$ cat config.mk
export PLATFORM = sky130hd
export DESIGN_NAME = lstri_sqrt
export DESIGN_NICKNAME = d
export VERILOG_FILES = /design/src/rtl/lstri_pkg.sv /design/src/rtl/lstri_sqrt.sv
export SDC_FILE = /design/constraint.sdc
export NUM_CORES = 2
export LEC_CHECK = 0
export BUFFER_PORTS_ARGS = -buffer_cell sky130_fd_sc_hd__buf_2
export CORE_ASPECT_RATIO = 1.5
export CORE_MARGIN = 2
export CORE_UTILIZATION = 35
export CTS_CLUSTER_SIZE = 16
export DETAILED_ROUTE_END_ITERATION = 7
export PLACE_DENSITY = 0.5
export SLEW_MARGIN = 25
export SYNTH_ARGS = -nofsm -noshare
export SYNTH_HDL_FRONTEND = slang
export SYNTH_SLANG_ARGS = --single-unit
$ cat constraint.sdc
create_clock -name aclk -period 9.3 [get_ports aclk]
set_clock_uncertainty 0.15 [all_clocks]
set_input_delay 1.86 -clock aclk [delete_from_list [all_inputs] [get_ports aclk]]
set_output_delay 1.86 -clock aclk [all_outputs]
set_load 0.05 [all_outputs]
$ cat src/rtl/lstri_pkg.sv
// Shared types, widths and latencies for the 2D least-squares trilateration block.
`default_nettype none
package lstri_pkg;

    localparam int COORD_W  = 20;
    localparam int DIST_W   = 19;
    localparam int RMS_W    = 20;
    localparam int IDX_W    = 3;
    localparam int N_ANCH   = 4;
    localparam int N_ROWS   = N_ANCH - 1;

    localparam int DIFF_W   = COORD_W + 1;
    localparam int KV_W     = 2 * COORD_W + 1;
    localparam int DSQ_W    = 2 * DIST_W;
    localparam int B_W      = KV_W + 1;
    localparam int PP_W     = 2 * DIFF_W;
    localparam int M_W      = PP_W + 1;
    localparam int V_W      = 64;
    localparam int MUL_W    = 64;
    localparam int PROD_W   = 2 * MUL_W;
    localparam int HALF_W   = MUL_W / 2;
    localparam int NUM_W    = 106;
    localparam int DET_W    = 86;
    localparam int Q_W      = COORD_W;
    localparam int SQ_IN_W  = 46;
    localparam int SQ_OUT_W = SQ_IN_W / 2;
    localparam int E_W      = SQ_OUT_W + 1;

    localparam int MUL_LAT  = 3;
    localparam int DIV_LAT  = Q_W + 3;
    localparam int SQRT_LAT = SQ_OUT_W;
    localparam int D_DLY    = 2 * MUL_LAT + DIV_LAT + SQRT_LAT + 5;
    localparam int P_DLY    = 2 * SQRT_LAT + 5;
    localparam int CFG_SETTLE = MUL_LAT + 6;
    localparam int SETTLE_W = $clog2(CFG_SETTLE + 1);

    localparam int POS_MAX  = 2 ** (COORD_W - 1) - 1;
    localparam int NEG_MAG  = 2 ** (COORD_W - 1);
    localparam int RMS_MAX  = 2 ** RMS_W - 1;

    typedef enum logic [IDX_W-1:0] {
        REG_A0X = 3'd0,
        REG_A0Y = 3'd1,
        REG_A1X = 3'd2,
        REG_A1Y = 3'd3,
        REG_A2X = 3'd4,
        REG_A2Y = 3'd5,
        REG_A3X = 3'd6,
        REG_A3Y = 3'd7
    } reg_idx_t;

    typedef struct packed {
        logic [DIST_W-1:0] dist0;
        logic [DIST_W-1:0] dist1;
        logic [DIST_W-1:0] dist2;
        logic [DIST_W-1:0] dist3;
    } lstri_in_t;

    typedef struct packed {
        logic signed [COORD_W-1:0] pos_x;
        logic signed [COORD_W-1:0] pos_y;
        logic [RMS_W-1:0]          residual_rms;
        logic                      singular;
    } lstri_out_t;

endpackage
`default_nettype wire

$ cat src/rtl/lstri_sqrt.sv
// Pipelined integer square root, one result bit per stage, with round-to-nearest flag.
`default_nettype none
module lstri_sqrt (
    input  wire logic                              aclk,
    input  wire logic                              aresetn,
    input  wire logic                              en,
    input  wire logic                              in_valid,
    input  wire logic [lstri_pkg::SQ_IN_W-1:0]     in_value,
    output logic                                   out_valid,
    output logic [lstri_pkg::SQ_OUT_W-1:0]         out_root,
    output logic                                   out_rnd
);
    localparam int IW = lstri_pkg::SQ_IN_W;
    localparam int OW = lstri_pkg::SQ_OUT_W;

    logic [OW-1:0]  vld_reg;
    logic [IW-1:0]  rem_reg  [OW];
    logic [OW-1:0]  res_reg  [OW];
    logic [IW-1:0]  src_rem  [OW];
    logic [OW-1:0]  src_res  [OW];
    logic [IW-1:0]  rem_next [OW];
    logic [OW-1:0]  res_next [OW];

    always_comb begin
        logic [IW+1:0] trial;
        src_rem[0] = in_value;
        src_res[0] = '0;
        for (int g = 1; g < OW; g++) begin
            src_rem[g] = rem_reg[g-1];
            src_res[g] = res_reg[g-1];
        end
        for (int g = 0; g < OW; g++) begin
            trial = ((IW+2)'(src_res[g]) << (OW - g)) | ((IW+2)'(1) << (2 * (OW - 1 - g)));
            if ((IW+2)'(src_rem[g]) >= trial) begin
                rem_next[g] = IW'((IW+2)'(src_rem[g]) - trial);
                res_next[g] = src_res[g] | (OW'(1) << (OW - 1 - g));
            end else begin
                rem_next[g] = src_rem[g];
                res_next[g] = src_res[g];
            end
        end
    end

    always_ff @(posedge aclk) begin
        if (!aresetn) begin
            vld_reg <= '0;
        end else if (en) begin
            vld_reg <= {vld_reg[OW-2:0], in_valid};
        end
    end

    always_ff @(posedge aclk) begin
        if (en) begin
            for (int g = 0; g < OW; g++) begin
                rem_reg[g] <= rem_next[g];
                res_reg[g] <= res_next[g];
            end
        end
    end

    assign out_valid = vld_reg[OW-1];
    assign out_root  = res_reg[OW-1];
    assign out_rnd   = rem_reg[OW-1] > IW'(res_reg[OW-1]);
endmodule
`default_nettype wire

# ---- Word-level counts from Yosys, hierarchy flattened
# Memories as Yosys holds them, arrays and structs flattened.
# Cells that the tools add are included.
dict set report totals {
  ramBits 1587
  reg_bits 23
  output_inout_bits 25
  inputBits 50
  wordCells 98
  n_memories 2
}
dict set report classes {
  order_cmp 24
  addsub 23
  mux 48
}
# name depth word_bits rd rd_ports_with_merged_regs write_ports line
set mem_list {}
lappend mem_list {rem_reg 23 46 23 0 23 lstri_sqrt.sv:17} ;# logic [IW-1:0] rem_reg [OW];
lappend mem_list {res_reg 23 23 23 0 23 lstri_sqrt.sv:18} ;# logic [OW-1:0] res_reg [OW];
# cell count
set ops {}
lappend ops {{$mux W46} 23}
lappend ops {{$ge A46 B24 Y1} 1}
lappend ops {{$ge A46 B25 Y1} 1}
lappend ops {{$ge A46 B26 Y1} 1}
lappend ops {{$ge A46 B27 Y1} 1}
lappend ops {{$ge A46 B28 Y1} 1}
lappend ops {{$ge A46 B29 Y1} 1}
lappend ops {{$ge A46 B30 Y1} 1}
lappend ops {{$ge A46 B31 Y1} 1}
lappend ops {{$ge A46 B32 Y1} 1}
lappend ops {{$ge A46 B33 Y1} 1}
lappend ops {{$ge A46 B34 Y1} 1}
lappend ops {{$ge A46 B35 Y1} 1}
lappend ops {{$ge A46 B36 Y1} 1}
lappend ops {{$ge A46 B37 Y1} 1}
lappend ops {{$ge A46 B38 Y1} 1}
lappend ops {{$ge A46 B39 Y1} 1}
lappend ops {{$ge A46 B40 Y1} 1}
lappend ops {{$ge A46 B41 Y1} 1}
lappend ops {{$ge A46 B42 Y1} 1}
lappend ops {{$ge A46 B43 Y1} 1}
lappend ops {{$ge A46 B44 Y1} 1}
lappend ops {{$ge A46 B45 Y1} 1}
lappend ops {{$ge A46 B45 Y1 const B} 1}
lappend ops {{other kinds (47)} 49}

# ---- Logic depth before layout (Yosys ltp)
# An unclocked memory read counts as a cell.
dict set report depth {
  ltp_word 3
  mapped_depth 14
  mapped_depth_nobuf 12
}

# ---- Least setup slack after synthesis
# Ideal clock, no wire load.
dict set report synth_path {
  kind {register to output}
  from {mem res_reg[2][153] in the netlist's numbering}
  to {out out_rnd}
  arrival_ns 2.864
  stages_incl_launch_ff 12
  slack_ns 4.426
  n_path_buf 0
  path_cell_list {edfxtp_1 > inv_1 > ha_1 > a21o_1 > a21o_1 > a21o_1 > a21o_1 > a21o_1 > a21oi_1 > nor2b_1 > a2111oi_0 > o21ai_0}
}
# item line
set synth_lines {}
lappend synth_lines {{from (decl)} lstri_sqrt.sv:18}
lappend synth_lines {{to (decl)} lstri_sqrt.sv:11} ;# output logic out_rnd

==> impl_metrics.tcl <==
set metrics [dict create \
    cts-buffers-inserted 142 \
    tightest_slew_ns 1.21 \
    dr.pass1.iters 8 \
    drc_errors 0 \
    syn_to_final_growth_pct 13.1 \
    synth.area.mux_share_pct 1.51 \
    ys_async_sr_fraction_pct 0 \
    core_um2 184000 \
    hold_buffers 0 \
    fin_hold_ws_ns 0.269 \
    io_pins 75 \
    hold_violations 0 \
    wire_per_inst_um 19.6 \
    max_cap_viol_count 0 \
    syn_nets 5498 \
    dpl.hpwl_mm 118 \
    htreeDepth 4 \
    seq_area_frac_synth_pct 62.5 \
    finalSetupTns_ns 0 \
    cts-resized-gates 0 \
    drt-vias-per-instance 5.01 \
    rows 193 \
    yosys.area.top_type "edfxtp_1" \
    endpoint "out_rnd" \
    start_util_pct 35.2 \
    status "finished, final reports clean" \
    place.port_buffers 74 \
    fin_nets 5667 \
    r2r_cells 10 \
    slew_headroom_pct 19.4 \
    p_per_area_nw_per_um2 236 \
    p_leak_nw 27.5 \
    timing.final.crit_share_pct 58.3 \
    grt_max_degree 184 \
    gp_congestion 0.914 \
    grt_pass1_vias 42363 \
    yosysWarnings 0 \
    setup_violations 0 \
    cts-root-buf "clkbuf_16" \
    antenna_left 0 \
    grt-ovfl-total 0 \
    reg2reg_to "rem_reg[2][315]" \
    hold_class "flop to flop" \
    synth-simple-area-share_pct 11.8 \
    timing.rr.start "rem_reg[2][263]" \
    critical_path_class "flop to output port" \
    seqPwrFrac_pct 47.7 \
    cp-startpoint "res_reg[2][141]" \
    peakVddDrop_uv 192 \
    worstPathArrival_ns 3.41 \
    synth_top_family_by_area "simple AND/OR/NAND/NOR gates" \
    cp.required_ns 7.29 \
    synth_area_leaders "edfxtp_1, ha_1, xor2_1" \
    p_sw_share_pct 28.8 \
    end_kind "output port" \
    n_fill_cell 17228 \
    synth_fa_ha_area_share_pct 6.17 \
    cts.clk_slew.worst_paths_ns 0.06 \
    ys.flop_type "edfxtp_1" \
    synthCells 5128 \
    clock-sinks 1357 \
    p_int_mw 12.3 \
    synth-compound-area-share_pct 8.75 \
    p_sw_mw 4.99 \
    drive_gt1_share_pct 8.07 \
    period_minus_slack_ns 5.42 \
    synth_edf_count 1334 \
    crit_path_start_kind "flop" \
    antenna_found_initial 3 \
    die_y_um 531 \
    synth-xor-area-share_pct 6.37 \
    clk_latency_ns 0.83 \
    fin_cells 7866 \
    cts_setup_buffers 0 \
    netlist_area_um2 64900 \
    clkPwrFrac_pct 33.7 \
    dp_cells 7590 \
    cts_tree "built" \
    rsz0062_at_grt "no" \
    die_w_um 356 \
    fmax_mhz 185 \
    die_area_um2 189000 \
    fin_util_pct 39.8 \
    cts.path.max_buffers 3 \
    ys_seq_elements 1357 \
    yosys.area.top_type_share_pct 61.7 \
    combPwrFrac_pct 18.6 \
    grt_pass1_wl_mm 231 \
    drt_iter0_markers 1572 \
    routed_wl_mm 154 \
    synth.avg_cell_area_um2 12.7 \
    track_usage_pct 16.3 \
    cp_max_fo 2 \
    r2r_slack_ns 4.23 \
    final_max_slew_viol_count 0 \
    ys_types 84 \
    num_vias 39423 \
    largest_register_ffs 1058 \
]
metal layers:
metal | vias up | routed length (um) | GRT usage [%]
met3 | 370 | 3300 | 2.20
met2 | 572 | 97000 | 36.7
met5 | - | 0 | 0
met1 | 19026 | 40500 | 10.5
met4 | 0 | 13500 | 13.3
li1 | 19455 | - | -
cell families after synthesis:
group	after synthesis
mux	90
buf+inv	497
fa+ha+maj	320
compound gates	921
xor+xnor	472
flops	1357
simple gates	1471
layout by cell type (no fill, tap or decap), types with 133 or more instances in the layout:
cell       Yosys  final
nand2_1      304    304
nor4_1       182    172
ha_1         320    320
clkbuf_16      0    143
a21oi_1      312    312
edfxtp_1    1334   1334
o21ai_0      227    226
nor2_1       328    328
xnor2_1      219    219
xor2_1       253    253
inv_1        404    404
nor3_1       134    133
power groups by stage:
| stage | clock, mW | sequential (mW) | combinational [mW] |
|---|---|---|---|
| after floorplan | 0 | 8.16 | 2.31 |
| after global placement | 0 | 8.38 | 3.20 |
| after detailed placement | 0 | 8.39 | 3.23 |
| after CTS | 6.03 | 8.26 | 3.25 |
| after global routing | 6.25 | 8.34 | 3.58 |
| final | 5.85 | 8.27 | 3.23 |
worst min path at each step:
stage / start / endpoint / slack, ns / cells past startpoint
finish: res_reg[2][17] / res_reg[2][40] / 0.27 / 0
global route: res_reg[2][135] / res_reg[2][158] / 0.29 / 0
CTS: res_reg[2][17] / res_reg[2][40] / 0.26 / 0
detailed placement: rem_reg[0][217] / rem_reg[0][263] / 0.27 / 0
global placement: rem_reg[2][48] / rem_reg[2][94] / 0.27 / 0
floorplan: rem_reg[0][216] / rem_reg[0][262] / 0.27 / 0
through the flow:
stage	total power, mW	area (um2)	setup WS [ns]
after global placement	11.6	68400	4.03
final	17.3	73400	3.88
after detailed placement	11.6	68500	4.06
after floorplan	10.5	64900	4.43
after CTS	17.5	73300	3.69
after global routing	18.2	73400	3.49
layout make-up:
class | instances | area (um2) | share of cell area [%]
clock buffer | 172 | 3690 | 5.04
sequential | 1357 | 40500 | 55.2
tap | 2437 | 3050 | 4.16
timing repair buffer | 117 | 796 | 1.08
inverter | 405 | 1520 | 2.07
antenna | 11 | 27.5 | 0.0375
clock inverter | 93 | 1190 | 1.62
multi-input combinational | 3274 | 22600 | 30.8
critical path, stage by stage, from the launching register on:
cell and delay (ns):
edfxtp_1 0.37, inv_1 0.07, ha_1 0.24, a21oi_1 0.15, nor2b_1 0.05, o21ai_0 0.22
nand2_1 0.16, a221oi_1 0.30, o21ai_0 0.17, a2111oi_0 0.39, o21ai_0 0.19, buf_2 0.26
synthesized netlist by cell type (all sizes together), types with 8 or more instances:
cell type	number
o31ai	30
o21ai	228
a21oi	312
nor4	182
xnor2	219
nor3	134
nand4b	12
inv	405
or2	22
a21boi	11
xor2	253
a2111oi	11
and4b	11
ha	320
nand2b	66
a31oi	19
or4	39
o41ai	14
o211ai	16
nand3	68
o21bai	22
o311ai	8
nor2b	66
mux2	55
a21o	109
nand2	304
buf	18
nor2	328
nor4b	25
or3	64
dfxtp	23
mux2i	35
nor3b	8
nand3b	10
nand4	73
clkbuf	74
and2	18
edfxtp	1334
o21a	61
or4b	8
a221oi	11
a211oi	15
and3	19
Note: power is estimated with default switching activity, not from simulation.
